`src/sv/angle_slew_tracker_unit_assert.svh`:
```
// assertion macros for the angle slew tracker
`ifndef ANGLE_SLEW_TRACKER_UNIT_ASSERT_SVH
`define ANGLE_SLEW_TRACKER_UNIT_ASSERT_SVH

// same-cycle implication
`define AST_ASSERT_SAME(name, clk, rst, ante, cons, msg) \
   name: assert property (@(posedge clk) disable iff (rst) (ante) |-> (cons)) \
      else $error(msg);

// next-cycle implication
`define AST_ASSERT_NEXT(name, clk, rst, ante, cons, msg) \
   name: assert property (@(posedge clk) disable iff (rst) (ante) |=> (cons)) \
      else $error(msg);

`endif

```
`src/sv/ast_pkg.sv`:
```
// shared types and constants for the angle slew tracker
`default_nettype none

package ast_pkg;

   localparam int ANGLE_W    = 25;
   localparam int VALUE_W    = 27;
   localparam int DELTA_W    = 16;
   localparam int MAX_RATE_W = 20;
   localparam int GAIN_W     = 16;
   localparam int CSR_IDX_W  = 2;
   localparam int CSR_DATA_W = 20;

   typedef logic [1:0] mode_type;
   typedef logic [CSR_IDX_W-1:0] csr_idx_type;

   localparam mode_type MODE_TICK       = 2'd0;
   localparam mode_type MODE_SET_TARGET = 2'd1;
   localparam mode_type MODE_SET_ANGLE  = 2'd2;
   localparam mode_type MODE_COPY       = 2'd3;

   localparam csr_idx_type REG_MAX_RATE = 2'd0;
   localparam csr_idx_type REG_GAIN     = 2'd1;

   localparam logic [MAX_RATE_W-1:0] MAX_RATE_RESET = 20'd179200;
   localparam logic [GAIN_W-1:0]     GAIN_RESET     = 16'd1920;

   // 360 and 180 degrees in Q16, minimum step of 0.1 degree
   localparam logic [ANGLE_W-1:0] FULL_TURN = 25'd23592960;
   localparam logic [23:0]        HALF_TURN = 24'd11796480;
   localparam logic [31:0]        MIN_STEP  = 32'd6554;

endpackage

`default_nettype wire

```
`src/sv/ast_serial_mult.sv`:
```
// bit-serial shift-and-add multiplier, one multiplier bit per cycle
`default_nettype none

module ast_serial_mult #(
   parameter int PROD_W   = 56,
   parameter int MPLIER_W = 16
) (
   input  wire logic                clock,
   input  wire logic                reset,
   input  wire logic                start,
   input  wire logic [PROD_W-1:0]   mcand,
   input  wire logic [MPLIER_W-1:0] mplier,
   output logic                     done,
   output logic [PROD_W-1:0]        product
);

   localparam int CNT_W = $clog2(MPLIER_W + 1);

   logic [CNT_W-1:0]    cnt_ff, cnt_in;
   logic                done_ff, done_in;
   logic [PROD_W-1:0]   mcand_ff, mcand_in;
   logic [MPLIER_W-1:0] mplier_ff, mplier_in;
   logic [PROD_W-1:0]   acc_ff, acc_in;

   always_comb begin
      cnt_in    = cnt_ff;
      mcand_in  = mcand_ff;
      mplier_in = mplier_ff;
      acc_in    = acc_ff;
      done_in   = (cnt_ff == CNT_W'(1)) && !start;
      if (start) begin
         cnt_in    = CNT_W'(MPLIER_W);
         mcand_in  = mcand;
         mplier_in = mplier;
         acc_in    = '0;
      end else if (cnt_ff != '0) begin
         cnt_in    = cnt_ff - CNT_W'(1);
         acc_in    = mplier_ff[0] ? (acc_ff + mcand_ff) : acc_ff;
         mcand_in  = {mcand_ff[PROD_W-2:0], 1'b0};
         mplier_in = {1'b0, mplier_ff[MPLIER_W-1:1]};
      end
   end

   always_ff @(posedge clock) begin
      if (reset) begin
         cnt_ff  <= '0;
         done_ff <= 1'b0;
      end else begin
         cnt_ff  <= cnt_in;
         done_ff <= done_in;
      end
   end

   always_ff @(posedge clock) begin
      mcand_ff  <= mcand_in;
      mplier_ff <= mplier_in;
      acc_ff    <= acc_in;
   end

   assign done    = done_ff;
   assign product = acc_ff;

endmodule

`default_nettype wire

```
`src/sv/angle_slew_tracker_unit.sv`:
```
// angle slew tracker: wrapped angle proportional slew-rate limiter
// tick: pass a runs in MULA, pass b in MULB, then APPLY loads the output register; set and copy go straight to APPLY
// one item at a time; a tick runs two serial multiplies
// (error times gain, then times elapsed time) on one shared shift-and-add unit
// the input is taken again while a finished result still waits at the output register
// synchronous reset: angles zero, max_rate 700.0, gain 7.5, output empty
`default_nettype none

module angle_slew_tracker_unit
   import ast_pkg::*;
(
   input  wire logic                  clock,
   input  wire logic                  reset,
   input  wire logic                  req_valid,
   output logic                       req_stall,
   input  wire logic [1:0]            req_mode,
   input  wire logic signed [VALUE_W-1:0] req_value,
   input  wire logic [DELTA_W-1:0]    req_tick_delta,
   output logic                       rsp_valid,
   input  wire logic                  rsp_stall,
   output logic [ANGLE_W-1:0]         rsp_angle,
   output logic [ANGLE_W-1:0]         rsp_target,
   input  wire logic                  csr_write_en,
   input  wire logic [CSR_IDX_W-1:0]  csr_index,
   input  wire logic [CSR_DATA_W-1:0] csr_data
);

`include "angle_slew_tracker_unit_assert.svh"

   localparam logic [1:0] ST_IDLE  = 2'd0;
   localparam logic [1:0] ST_MULA  = 2'd1;
   localparam logic [1:0] ST_MULB  = 2'd2;
   localparam logic [1:0] ST_APPLY = 2'd3;

   localparam int PROD_W = 56;
   localparam int CAP_W  = 36;

   logic [1:0]            state_ff, state_in;
   logic [MAX_RATE_W-1:0] max_rate_ff, max_rate_in;
   logic [GAIN_W-1:0]     gain_ff, gain_in;
   logic [ANGLE_W-1:0]    cur_ff, cur_in;
   logic [ANGLE_W-1:0]    tgt_ff, tgt_in;
   mode_type              mode_ff, mode_in;
   logic [VALUE_W-1:0]    value_ff, value_in;
   logic [DELTA_W-1:0]    dt_ff, dt_in;
   logic [23:0]           aerr_ff, aerr_in;
   logic                  err_neg_ff, err_neg_in;
   logic [27:0]           cap_ff, cap_in;
   logic [27:0]           mag_ff, mag_in;
   logic                  step_neg_ff, step_neg_in;
   logic                  rsp_valid_ff, rsp_valid_in;
   logic [ANGLE_W-1:0]    rsp_angle_ff, rsp_angle_in;
   logic [ANGLE_W-1:0]    rsp_target_ff, rsp_target_in;

   logic req_fire;
   logic rsp_free;
   logic tick_start;

   logic               mul_start;
   logic [PROD_W-1:0]  mul_mcand;
   logic [DELTA_W-1:0] mul_mplier;
   logic               mul_done;
   logic [PROD_W-1:0]  mul_prod;
   logic               cap_done;
   logic [CAP_W-1:0]   cap_prod;

   logic signed [25:0] full26, half26;
   logic signed [25:0] diff, diff_adj;
   logic [25:0]        diff_abs;
   logic               err_neg_c;

   logic [31:0] raw_mag, lo_mag;

   logic signed [26:0] full27, step27, cur27, next27, wrap27;
   logic signed [27:0] full28, v28, norm28;
   logic [ANGLE_W-1:0] norm_angle;

   assign req_fire   = req_valid && !req_stall;
   assign rsp_free   = !rsp_valid_ff || !rsp_stall;
   assign req_stall  = (state_ff != ST_IDLE);
   assign tick_start = req_fire && (req_mode == MODE_TICK);

   // shortest-arc error
   always_comb begin
      full26 = $signed({1'b0, FULL_TURN});
      half26 = $signed({2'b00, HALF_TURN});
      diff   = $signed({1'b0, tgt_ff}) - $signed({1'b0, cur_ff});
      if (diff > half26) begin
         diff_adj = diff - full26;
      end else if (diff < -half26) begin
         diff_adj = diff + full26;
      end else begin
         diff_adj = diff;
      end
      err_neg_c = diff_adj[25];
      diff_abs  = err_neg_c ? 26'(-diff_adj) : 26'(diff_adj);
   end

   // pass a: error times gain, pass b: that times elapsed time
   always_comb begin
      mul_start = tick_start || ((state_ff == ST_MULA) && mul_done);
      if (state_ff == ST_IDLE) begin
         mul_mcand  = {32'd0, diff_abs[23:0]};
         mul_mplier = gain_ff;
      end else begin
         mul_mcand  = {16'd0, mul_prod[39:0]};
         mul_mplier = dt_ff;
      end
   end

   ast_serial_mult #(
      .PROD_W   (PROD_W),
      .MPLIER_W (DELTA_W)
   ) u_step_mult (
      .clock   (clock),
      .reset   (reset),
      .start   (mul_start),
      .mcand   (mul_mcand),
      .mplier  (mul_mplier),
      .done    (mul_done),
      .product (mul_prod)
   );

   ast_serial_mult #(
      .PROD_W   (CAP_W),
      .MPLIER_W (DELTA_W)
   ) u_cap_mult (
      .clock   (clock),
      .reset   (reset),
      .start   (tick_start),
      .mcand   ({16'd0, max_rate_ff}),
      .mplier  (req_tick_delta),
      .done    (cap_done),
      .product (cap_prod)
   );

   // step clamp: floor at minimum, cap applied last
   always_comb begin
      raw_mag = mul_prod[55:24];
      lo_mag  = (raw_mag < MIN_STEP) ? MIN_STEP : raw_mag;
   end

   // tick result and wrap
   always_comb begin
      full27 = $signed({2'b00, FULL_TURN});
      step27 = $signed({3'b000, mag_ff[23:0]});
      cur27  = $signed({2'b00, cur_ff});
      if (mag_ff <= {4'd0, aerr_ff}) begin
         next27 = step_neg_ff ? (cur27 - step27) : (cur27 + step27);
      end else begin
         next27 = $signed({2'b00, tgt_ff});
      end
      if (next27 >= full27) begin
         wrap27 = next27 - full27;
      end else if (next27 < 0) begin
         wrap27 = next27 + full27;
      end else begin
         wrap27 = next27;
      end
   end

   // set value normalization with saturation
   always_comb begin
      full28 = $signed({3'b000, FULL_TURN});
      v28    = $signed({value_ff[VALUE_W-1], value_ff});
      if (v28 < 0) begin
         norm28 = v28 + full28;
      end else if (v28 >= full28) begin
         norm28 = v28 - full28;
      end else begin
         norm28 = v28;
      end
      if (norm28 < 0) begin
         norm_angle = '0;
      end else if (norm28 >= full28) begin
         norm_angle = FULL_TURN - ANGLE_W'(1);
      end else begin
         norm_angle = norm28[ANGLE_W-1:0];
      end
   end

   always_comb begin
      state_in      = state_ff;
      max_rate_in   = max_rate_ff;
      gain_in       = gain_ff;
      cur_in        = cur_ff;
      tgt_in        = tgt_ff;
      mode_in       = mode_ff;
      value_in      = value_ff;
      dt_in         = dt_ff;
      aerr_in       = aerr_ff;
      err_neg_in    = err_neg_ff;
      cap_in        = cap_ff;
      mag_in        = mag_ff;
      step_neg_in   = step_neg_ff;
      rsp_valid_in  = rsp_valid_ff && rsp_stall;
      rsp_angle_in  = rsp_angle_ff;
      rsp_target_in = rsp_target_ff;

      if (csr_write_en) begin
         if (csr_index == REG_MAX_RATE) begin
            max_rate_in = csr_data[MAX_RATE_W-1:0];
         end else if (csr_index == REG_GAIN) begin
            gain_in = csr_data[GAIN_W-1:0];
         end
      end

      unique case (state_ff)
         ST_IDLE: begin
            if (req_fire) begin
               mode_in    = req_mode;
               value_in   = req_value;
               dt_in      = req_tick_delta;
               aerr_in    = diff_abs[23:0];
               err_neg_in = err_neg_c;
               state_in   = (req_mode == MODE_TICK) ? ST_MULA : ST_APPLY;
            end
         end
         ST_MULA: begin
            if (mul_done) begin
               state_in = ST_MULB;
            end
            if (cap_done) begin
               cap_in = cap_prod[35:8];
            end
         end
         ST_MULB: begin
            if (mul_done) begin
               step_neg_in = err_neg_ff && (raw_mag != '0);
               mag_in      = (lo_mag > {4'd0, cap_ff}) ? cap_ff : lo_mag[27:0];
               state_in    = ST_APPLY;
            end
         end
         ST_APPLY: begin
            if (rsp_free) begin
               unique case (mode_ff)
                  MODE_TICK:       cur_in = wrap27[ANGLE_W-1:0];
                  MODE_SET_TARGET: tgt_in = norm_angle;
                  MODE_SET_ANGLE:  cur_in = norm_angle;
                  MODE_COPY:       cur_in = tgt_ff;
                  default:         cur_in = cur_ff;
               endcase
               rsp_valid_in  = 1'b1;
               rsp_angle_in  = cur_in;
               rsp_target_in = tgt_in;
               state_in      = ST_IDLE;
            end
         end
         default: state_in = ST_IDLE;
      endcase
   end

   always_ff @(posedge clock) begin
      if (reset) begin
         state_ff     <= ST_IDLE;
         rsp_valid_ff <= 1'b0;
         max_rate_ff  <= MAX_RATE_RESET;
         gain_ff      <= GAIN_RESET;
         cur_ff       <= '0;
         tgt_ff       <= '0;
      end else begin
         state_ff     <= state_in;
         rsp_valid_ff <= rsp_valid_in;
         max_rate_ff  <= max_rate_in;
         gain_ff      <= gain_in;
         cur_ff       <= cur_in;
         tgt_ff       <= tgt_in;
      end
   end

   always_ff @(posedge clock) begin
      mode_ff       <= mode_in;
      value_ff      <= value_in;
      dt_ff         <= dt_in;
      aerr_ff       <= aerr_in;
      err_neg_ff    <= err_neg_in;
      cap_ff        <= cap_in;
      mag_ff        <= mag_in;
      step_neg_ff   <= step_neg_in;
      rsp_angle_ff  <= rsp_angle_in;
      rsp_target_ff <= rsp_target_in;
   end

   assign rsp_valid  = rsp_valid_ff;
   assign rsp_angle  = rsp_angle_ff;
   assign rsp_target = rsp_target_ff;

   `AST_ASSERT_NEXT(a_busy_after_transfer, clock, reset, req_fire, state_ff != ST_IDLE,
      "no work started after input transfer")
   `AST_ASSERT_SAME(a_cap_with_pass_a, clock, reset, (state_ff == ST_MULA) && mul_done,
      cap_done, "cap multiply out of step with first pass")
   `AST_ASSERT_NEXT(a_result_loaded, clock, reset, (state_ff == ST_APPLY) && rsp_free,
      rsp_valid_ff && (state_ff == ST_IDLE), "result not loaded")
   `AST_ASSERT_SAME(a_angles_in_range, clock, reset, rsp_valid_ff,
      (rsp_angle_ff < FULL_TURN) && (rsp_target_ff < FULL_TURN), "angle out of range")

endmodule

`default_nettype wire

```
`config.mk`:
```
export PLATFORM = sky130hd
export DESIGN_NAME = angle_slew_tracker_unit
export DESIGN_NICKNAME = d
export VERILOG_FILES = /design/src/sv/ast_pkg.sv /design/src/sv/ast_serial_mult.sv /design/src/sv/angle_slew_tracker_unit.sv
export VERILOG_INCLUDE_DIRS = /design/src /design/src/sv
export SDC_FILE = /design/constraint.sdc
export NUM_CORES = 1
export LEC_CHECK = 0
export BUFFER_PORTS_ARGS = -buffer_cell sky130_fd_sc_hd__buf_2
export CAP_MARGIN = 20
export CORE_ASPECT_RATIO = 1.2
export CORE_MARGIN = 2
export CORE_UTILIZATION = 60
export DETAILED_ROUTE_END_ITERATION = 8
export PLACE_DENSITY = 0.78
export SLEW_MARGIN = 20
export SYNTH_ARGS = -nofsm -noshare
export SYNTH_HDL_FRONTEND = slang
export SYNTH_SLANG_ARGS = --single-unit
```
`constraint.sdc`:
```
create_clock -name clock -period 15.8 [get_ports clock]
set_input_delay 0.79 -clock clock [delete_from_list [all_inputs] [get_ports clock]]
set_output_delay 0.79 -clock clock [all_outputs]
set_load 0.02 [all_outputs]
```
## Word-level counts from Yosys, hierarchy flattened

Index checks and enable logic that the tools add are counted.

| word-level totals | value |
|---|---|
| register bits after elaboration | 494 |
| input port bits | 72 |
| output and inout port bits | 52 |
| logic and storage cells | 140 |

| operators by class | value |
|---|---|
| add/sub/neg operators | 14 |
| order comparisons | 11 |
| equal/unequal tests | 13 |
| muxes and demuxes | 37 |
| bitwise operators | 1 |
| reductions and logical operators | 35 |

Operators by type and width:

| operator | count |
|---|---|
| 2-to-1 mux 25 bit | 5 |
| 2-to-1 mux 56 bit | 2 |
| 2-to-1 mux 28 bit | 3 |
| 2-to-1 mux 16 bit | 5 |
| one-hot mux 25 bit (3 select lines) | 1 |
| adder 56 bit | 1 |
| greater-or-equal comparator 27 x 26 -> 1 bit (second input constant) | 2 |
| < comparator 27 x 1 -> 1 bit (second input constant) | 2 |
| 2-to-1 mux 27 bit | 2 |
| 2-to-1 mux 26 bit | 2 |
| 2-to-1 mux 20 bit | 2 |
| 2-to-1 mux 40 bit | 1 |
| adder 36 bit | 1 |
| > comparator 32 x 28 -> 1 bit | 1 |
| < comparator 32 x 13 -> 1 bit (second input constant) | 1 |
| 2-to-1 mux 32 bit | 1 |
| nonzero test 32 bit | 1 |
| adder 27 x 26 -> 28 bit (second input constant) | 1 |
| greater-or-equal comparator 28 x 26 -> 1 bit (second input constant) | 1 |
| less-or-equal comparator 28 x 24 -> 1 bit | 1 |
| < comparator 28 x 1 -> 1 bit (second input constant) | 1 |
| subtractor 27 x 26 -> 28 bit (second input constant) | 1 |
| adder 25 x 24 -> 26 bit | 1 |
| adder 26 bit (second input constant) | 1 |
| other kinds (30) | 71 |

## Logic depth before layout (Yosys ltp)

Gate-level depths: netlist (run 1).

| depth | value |
|---|---|
| word-level depth | 8 |
| gate-level depth with buffers | 22 |

## Hierarchy

From an unflattened synthesis (run 1), not the netlist that was laid out.

| second synthesis, totals | value |
|---|---|
| cell total of the unflattened synthesis | 3540 |
| area total of the unflattened synthesis | 32328.5 um^2 |

Modules (own cells, without submodules):

| module | instances | cells an instance | area an instance (um^2) | seq. area each (um^2) |
|---|---|---|---|---|
| angle_slew_tracker_unit | 1 | 2095 | 18396.4 | 7096.8 |
| ast_serial_mult at u_step_mult | 1 | 880 | 8353.0 | 3403.3 |
| ast_serial_mult at u_cap_mult | 1 | 565 | 5579.1 | 2402.3 |

## Worst setup path after synthesis (run 1)

OpenSTA, ideal clock, no wires.

| timing path | value |
|---|---|
| path kind | reg2reg |
| start | reg state_ff[0] |
| end | reg u_step_mult.mcand_ff[0] (enable) |
| library setup time | 432 ps |
| data arrival time | 5174 ps |
| required time | 15368 ps |
| path slack | 10194 ps |
| cell stages (with the launch flop) | 11 |
| buffers on the path | 4 |
| clock period less this slack | 5606 ps |
| cell sequence | dfxtp_1 > inv_1 > ha_1 > clkbuf_1 > and2_1 > and2_1 > clkbuf_1 > a21oi_1 > clkbuf_1 > clkbuf_1 > nand2_1 |

| between the ends | value |
|---|---|
| word-level cells in the longest chain between the ends | 6 |

RTL lines:

| what | RTL line | RTL |
|---|---|---|
| start: declaration | angle_slew_tracker_unit.sv:38 | `logic [1:0] state_ff, state_in;` |
| start signal: assignment | angle_slew_tracker_unit.sv:262 | `state_ff <= state_in;` |
| nonzero test 2 bit | angle_slew_tracker_unit.sv:80 | `assign req_stall = (state_ff != ST_IDLE);` |
| logical NOT 1 bit | angle_slew_tracker_unit.sv:78 | `assign req_fire = req_valid && !req_stall;` |
| logical AND 1 bit | angle_slew_tracker_unit.sv:78 |  |
| logical AND 1 bit | angle_slew_tracker_unit.sv:81 | `assign tick_start = req_fire && (req_mode == MODE_TICK);` |
| logical OR 1 bit * | angle_slew_tracker_unit.sv:101 | `mul_start = tick_start \|\| ((state_ff == ST_MULA) && mul_done);` |
| nonzero test 2 bit (no line) * | -- |  |
| end signal: assignment | ast_serial_mult.sv:55 | `mcand_ff <= mcand_in;` |
| end: declaration | ast_serial_mult.sv:21 | `logic [PROD_W-1:0] mcand_ff, mcand_in;` |

Mark *: on every way between the ends. The rest lies on a longest branch, timed or not.
A chain may end at the register's enable or synchronous reset.

## Worst setup path in the final report (run 1)

| timing path | value |
|---|---|
| start | reg cur_ff[1] |
| end | reg u_step_mult.mcand_ff[1], data pin |

RTL lines:

| what | RTL line | RTL |
|---|---|---|
| start: declaration | angle_slew_tracker_unit.sv:41 | `logic [ANGLE_W-1:0] cur_ff, cur_in;` |
| start signal: assignment | angle_slew_tracker_unit.sv:266 | `cur_ff <= cur_in;` |
| subtractor 25 x 25 -> 26 bit * | angle_slew_tracker_unit.sv:87 | `diff = $signed({1'b0, tgt_ff}) - $signed({1'b0, cur_ff});` |
| adder 26 bit or < comparator 26 x 25 -> 1 bit (tied branches) | angle_slew_tracker_unit.sv:91, angle_slew_tracker_unit.sv:90 |  |
| 2-to-1 mux 26 bit | angle_slew_tracker_unit.sv:90 | `end else if (diff < -half26) begin` |
| 2-to-1 mux 26 bit * | angle_slew_tracker_unit.sv:88 | `if (diff > half26) begin` |
| named net diff_adj[25] | angle_slew_tracker_unit.sv:68 | `logic signed [25:0] diff, diff_adj;` |
| 2-to-1 mux 24 bit * | angle_slew_tracker_unit.sv:96 | `diff_abs = err_neg_c ? 26'(-diff_adj) : 26'(diff_adj);` |
| named net diff_abs[1] | angle_slew_tracker_unit.sv:69 | `logic [25:0] diff_abs;` |
| 2-to-1 mux 40 bit * | angle_slew_tracker_unit.sv:102 | `if (state_ff == ST_IDLE) begin` |
| 2-to-1 mux 56 bit * | ast_serial_mult.sv:31 | `if (start) begin` |
| named net u_step_mult.mcand_in[1] | ast_serial_mult.sv:21 |  |

Mark *: on every way through the listed nets, which the timed path passes. The rest lies on a longest branch.

==> flow_metrics.py, run 1 <==
metrics = {
    "sta": {
        "period_needed_ps": 5400,
        "worst_pin_slew_ps": 1240,
        "fin_ws_ps": 10400,
        "rsz0062_at_grt": "false",
        "slew_headroom_pct": 16.3,
        "setup_viol": 0,
        "slew_violations": 0,
        "fin_worst_skew_ps": 25.3,
        "hold_viol": 0,
        "min_period_over_period_pct": 34.2,
        "fin_setup_tns_ps": 0,
        "fmax_mhz": 185,
    },
    "clocking": {
        "post_cts_buffers": 0,
        "cts_buffers": 50,
        "clk_path_buf_depth": 3,
        "h-tree-depth": 2,
        "insertion_delay_ps": 620,
        "cts.sinks": 494,
        "clk_pin_slew_worst_paths_ps": 70,
        "cts_resized": 0,
        "ctsHoldBuffers": 0,
        "cts_tree": "done",
        "root_buffer": "clkbuf_16",
    },
    "setup_path": {
        "rr_startpoint": "cur_ff[1]",
        "path_cells": "inv_1 > fa_1 > a211oi_2 > o21ai_1 > a41oi_1 > a32oi_2 > a21o_1 > a211oi_1 > o21ai_1 > a31oi_4 > or2_4 > o21ba_2 > inv_2 > mux2_4 > mux2i_1 > o21ai_1",
        "worst_setup_path_start_kind": "register",
        "crit_family": "compound AO/OA/AOI/OAI gates",
        "crit_type": "reg2reg",
        "ff2ff_setup_slack_ps": 10400,
        "path_buf_inv": 2,
        "timing.rr.end": "u_step_mult.mcand_ff[1]",
        "critPathCaptureType": "register",
        "crit_path_top_delay_cell": "a211oi_1",
        "path_common_cell": "o21ai_1",
        "crit_fanout": 20,
        "cp-startpoint": "cur_ff[1]",
        "worstPathRequired_ps": 16130,
        "path_depth": 16,
        "ff2ff_path_depth": 16,
        "max_stage_delay_ps": 610,
        "crit_path_end": "u_step_mult.mcand_ff[1]",
        "cp.arrival_ps": 5730,
    },
    "final_layout": {
        "stdcell_area_um2": 33900,
        "fin_nets": 3845,
        "final_common_cell": "nand2_1",
        "area_growth_pct": 8.83,
        "final_cell_mix": "612 x nand2_1, 328 x a21oi_1, 285 x edfxtp_1",
        "antenna_cells": 0,
        "drive_gt1_share_pct": 9.59,
    },
    "routing": {
        "first_pass_iters": 6,
        "drc": 0,
        "drt-initial-drc-count": 2025,
        "drtAntennaViolNets": 0,
        "via_per_inst": 6.15,
        "vias": 26300,
        "drt_wl_total_um": 89800,
        "wl_per_cell_um": 21.0,
    },
    "synth": {
        "syn_nets": 3823,
        "async_flop_share_pct": 0,
        "synth-edff-count": 285,
        "yosysSeqAreaShare_pct": 40.9,
        "syn_area_per_cell_um2": 8.87,
        "syn-instance-count": 3514,
        "synth_area_um2": 31200,
        "yosys-top-cells-area": "edfxtp_1 27%, dfxtp_1 13%, ha_1 9.3%",
        "synth_ff_type": "edfxtp_1",
        "synth_cell_types": 110,
        "yosys.area.top_type_share_pct": 27.5,
        "yosys_warnings": 0,
        "ys_ff_latch": 494,
        "synth_top_area_cell": "edfxtp_1",
    },
    "power_and_ir_drop": {
        "leakagePower_nw": 14.4,
        "power_mw": 8.07,
        "power_density_nw_per_um2": 238,
        "max-vdd-ir-drop_uv": 243,
    },
    "placed_design": {
        "place_congestion": 0.966,
        "hpwl_um": 67100,
        "place_area_um2": 32200,
        "pre_cts_slack_ps": 10370,
        "numPortBuffers": 123,
    },
    "global_routing": {
        "grtUsageTotal_pct": 33.4,
        "grt_pass1_vias": 25900,
        "grt_start_max_net_pins": 117,
        "grt_pass1_wl_um": 141000,
        "antenna_found_initial": 0,
        "grt-ovfl-total": 0,
    },
    "floorplan": {
        "die_h_um": 254,
        "core-area_um2": 51400,
        "start_util_pct": 60.7,
        "dieArea_um2": 53800,
        "io_pins": 124,
        "fp.dieW_um": 212,
        "rows": 91,
    },
    "worst_hold_path": {
        "hp-class": "in2reg",
    },
    "status": {
        "status": "finished clean",
    },
    "job": {
        "cap_violations": 0,
    },
}
cells in the mapped netlist (9+ instances only):
cell type    n
a211oi_1    46
a21o_1      99
a21oi_1    330
a31oi_1     39
and2_1      35
and3_1      48
and4_1       9
buf_1       14
clkbuf_1   158
dfxtp_1    209
edfxtp_1   285
ha_1       232
inv_1      180
mux2_2      35
mux2i_1     61
nand2_1    617
nand2b_1    39
nand3_1     50
nand4_1     27
nor2_1     201
nor2b_1     35
nor3_1      57
nor3b_1     13
nor4_1      20
o211ai_1    26
o21a_1      31
o21ai_0    186
o21ai_1     27
o21bai_1    23
o31ai_1     16
or2_2       17
or3_1       19
xnor2_1     92
xor2_1      51
kinds of logic after synthesis:
logic type               count (synthesis)  synth area share, %
buffers and inverters                  362                 4.44
multiplexers                           101                 3.56
flip-flops                             494                 40.9
adder cells (fa/ha/maj)                237                 9.64
AO/OA/AOI/OAI                          954                 19.5
XOR/XNOR                               144                 4.07
AND/OR/NAND/NOR                       1222                 17.9
worst min-delay path by stage:
stage,end,slack (ps),depth (start not counted),startpoint
3_3_place_gp,max_rate_ff[0],440,2,max_rate_ff[0]
5_1_grt,value_ff[26],350,1,req_value[26]
2_1_floorplan,cap_ff[27],420,0,u_cap_mult.product[35]
4_1_cts,value_ff[26],340,1,req_value[26]
6_report,value_ff[26],360,1,req_value[26]
3_5_place_dp,max_rate_ff[0],440,2,max_rate_ff[0]
layer usage:
metal / part of all wire [%] / track usage [%] / vias up
li1: - / - / 12600
met1: 39 / 38.8 / 12400
met2: 50 / 59.1 / 977
met3: 5.6 / 4.42 / 265
met4: 6.1 / 18.9 / 0
met5: 0 / 0 / -
flip-flops by register name, indices dropped and copies added (netlist names), 2 cells and up:
| name | count |
|---|---|
| u_step_mult.mcand_ff | 56 |
| u_step_mult.product | 56 |
| u_cap_mult.mcand_ff | 36 |
| u_cap_mult.product | 36 |
| cap_ff | 28 |
| mag_ff | 28 |
| value_ff | 27 |
| cur_ff | 25 |
| rsp_angle | 25 |
| rsp_target | 25 |
| tgt_ff | 25 |
| aerr_ff | 24 |
| max_rate_ff | 20 |
| dt_ff | 16 |
| gain_ff | 16 |
| u_cap_mult.mplier_ff | 16 |
| u_step_mult.mplier_ff | 16 |
| u_cap_mult.cnt_ff | 5 |
| u_step_mult.cnt_ff | 5 |
| mode_ff | 2 |
| state_ff | 2 |
final cells by class:
cell class              instances  area, µm²
fillers                      4164      17400
multi-input cells            2658      17100
flip-flops and latches        494      12700
clock buffers                  58       1300
well taps                     697        872
repair buffers                149        838
inverters                     183        688
clock inverters                35        374
metrics by stage:
step	utilization [%]	hold slack, ps	std cells
floorplan	-	423	3514
global placement	62.7	439	4180
detailed placement	62.7	443	4180
CTS	65.9	338	4273
global route	66.0	346	4274
finish	66.0	362	4274
power by group:
| group | switching, mW | internal [mW] |
|---|---|---|
| sequential | 0.303 | 2.01 |
| combinational | 2.79 | 1.73 |
| clock | 0.536 | 0.694 |
| total | 3.63 | 4.44 |
Note: power is estimated with default switching activity, not from simulation.
==> run 2, diff against run 1 <==
Settings changed: CORE_UTILIZATION 60 to 57, PLACE_DENSITY 0.78 to 0.77.
Clock period 15.8 ns to 4.33 ns, I/O delays scaled along.
==> flow_metrics.py, run 2 (same netlist as run 1, synthesis figures left out) <==
metrics = {
    "routing": {
        "wl_per_cell_um": 20.1,
        "vias": 28200,
        "drt_wl_total_um": 94200,
        "first_pass_iters": 7,
        "via_per_inst": 6.02,
        "drc": 0,
        "drtAntennaViolNets": 0,
        "drt-initial-drc-count": 2474,
    },
    "sta": {
        "slew_violations": 0,
        "worst_pin_slew_ps": 1050,
        "hold_viol": 0,
        "min_period_over_period_pct": 105,
        "fin_worst_skew_ps": 55.4,
        "rsz0062_at_grt": "true",
        "setup_viol": 56,
        "fmax_mhz": 220,
        "period_needed_ps": 4540,
        "slew_headroom_pct": 29.7,
        "fin_ws_ps": -205,
    },
    "clocking": {
        "clk_pin_slew_worst_paths_ps": 60,
        "root_buffer": "clkbuf_16",
        "cts_buffers": 51,
        "cts.sinks": 494,
        "clk_path_buf_depth": 3,
        "insertion_delay_ps": 640,
        "h-tree-depth": 2,
        "cts_tree": "done",
    },
    "final_layout": {
        "fill_cells": 3956,
        "antenna_cells": 0,
        "fin_nets": 4240,
        "final_common_cell": "nand2_1",
        "area_growth_pct": 23.5,
        "final_cell_mix": "607 x nand2_1, 319 x buf_4, 311 x a21oi_1",
        "stdcell_area_um2": 38500,
        "final_cells": 4686,
        "drive_gt1_share_pct": 20.9,
    },
    "worst_hold_path": {
        "hp-class": "in2reg",
        "holdPathEnd": "max_rate_ff[14]",
        "holdPathStages": 4,
        "hp-start": "csr_index[1]",
    },
    "setup_path": {
        "ff2ff_setup_slack_ps": -210,
        "worstPathRequired_ps": 4670,
        "critPathCaptureType": "register",
        "cp.arrival_ps": 4870,
        "rr_startpoint": "u_step_mult.product[52]",
        "ff2ff_path_depth": 21,
        "crit_type": "reg2reg",
        "worst_setup_path_start_kind": "register",
        "crit_fanout": 7,
        "timing.rr.end": "mag_ff[17]",
    },
    "global_routing": {
        "grt_pass1_vias": 27100,
        "grtUsageTotal_pct": 32.0,
        "grt_pass1_wl_um": 143000,
        "antenna_found_initial": 1,
        "grt-ovfl-total": 0,
        "grt_start_max_net_pins": 117,
    },
    "power_and_ir_drop": {
        "leakagePower_nw": 16.7,
        "power_mw": 34.9,
        "power_density_nw_per_um2": 907,
        "max-vdd-ir-drop_uv": 942,
    },
    "floorplan": {
        "rows": 93,
        "core-area_um2": 53900,
        "fp.dieW_um": 217,
        "io_pins": 124,
        "dieArea_um2": 56600,
        "start_util_pct": 57.8,
        "die_h_um": 260,
    },
    "placed_design": {
        "placedCellCount": 4472,
        "place_area_um2": 34400,
        "numPortBuffers": 123,
        "place_congestion": 0.983,
        "hpwl_um": 66700,
    },
    "job": {
        "cap_violations": 0,
    },
    "status": {
        "violations": "setup timing",
        "status": "complete, but fails checks",
    },
}
-- run 2: cell count changes in the layout (fill, tap and decap cells not counted), moves of 12 or more --
cell / before / now
buf_4: 23 / 319
nor2_1: 200 / 188
inv_1: 180 / 167
o21ai_1: 27 / 39
ha_1: 231 / 214
dlygate4sd3_1: 0 / 66
o21ai_0: 185 / 169
a21oi_1: 328 / 311
buf_6: 2 / 24
mux2_4: 1 / 28
mux2_2: 35 / 8
-- run 2: timing repair --
action	4_1_cts	5_1_grt
endpoints found under the setup margin	84	76
cloned	2	2
pin swaps	48	97
setup buffers	19	34
hold buffers	66	0
resized for setup	100	173
hold endpoints to repair	98	0
-- run 2: final cells by class --
class / count / area (µm²) / share of cell area [%]
inverters: 183 / 698 / 1.81
flip-flops and latches: 494 / 12800 / 33.1
well taps: 712 / 891 / 2.31
repair buffers: 543 / 4170 / 10.8
multi-input cells: 2658 / 18200 / 47.2
clock inverters: 30 / 404 / 1.05
clock buffers: 66 / 1380 / 3.59
-- run 2: worst max-delay path, cell delays in order, from the launching register on --
cell and delay [ps]:
dfxtp_2 320, or4_4 560, nor3_4 210, nand2_2 150
nand2b_4 110, ha_4 200, nor2b_4 120, o21a_1 170
o21a_1 160, o21a_1 170, o21a_1 160, o21a_1 160
o21a_1 200, o21ai_1 120, a21boi_1 80, o21a_1 190
o21ai_2 160, nand4bb_1 180, a21oi_4 250, buf_12 150
buf_12 130, mux2_4 300
-- run 2: how the worst max path moves through the flow --
stage | to | start | cells after the start
global route | u_step_mult.mcand_ff[11] | cur_ff[0] | 21
finish | mag_ff[17] | u_step_mult.product[52] | 21
detailed placement | u_step_mult.mcand_ff[11] | cur_ff[0] | 20
global placement | rsp_angle[22] | mag_ff[0] | 19
floorplan | mag_ff[18] | u_step_mult.product[54] | 21
CTS | mag_ff[1] | u_step_mult.product[55] | 21
-- run 2: routing by layer --
layer	vias up	wire length (µm)	GRT usage, %
met1	13400	35700	36.9
met5	-	18	0
met3	311	5740	3.67
met2	1134	46700	56.9
met4	2	6060	19.4
li1	13400	-	-
-- run 2: power breakdown --
group | switching [mW] | leakage (nW) | internal [mW]
sequential | 0.957 | 4.49 | 7.34
clock | 2.03 | 0.862 | 2.71
combinational | 12.0 | 11.4 | 9.85
-- run 2: metrics by stage --
step                utilization [%]  hold slack [ps]  TNS (ps)  worst slack (ps)
global route                   71.4             33.7    -17750              -391
CTS                            69.5             26.1     -3700              -156
global placement               63.8              393     -6490              -252
detailed placement             63.8              395    -14020              -376
finish                         71.4             30.9     -7410              -205
floorplan                         -              315         0              11.8
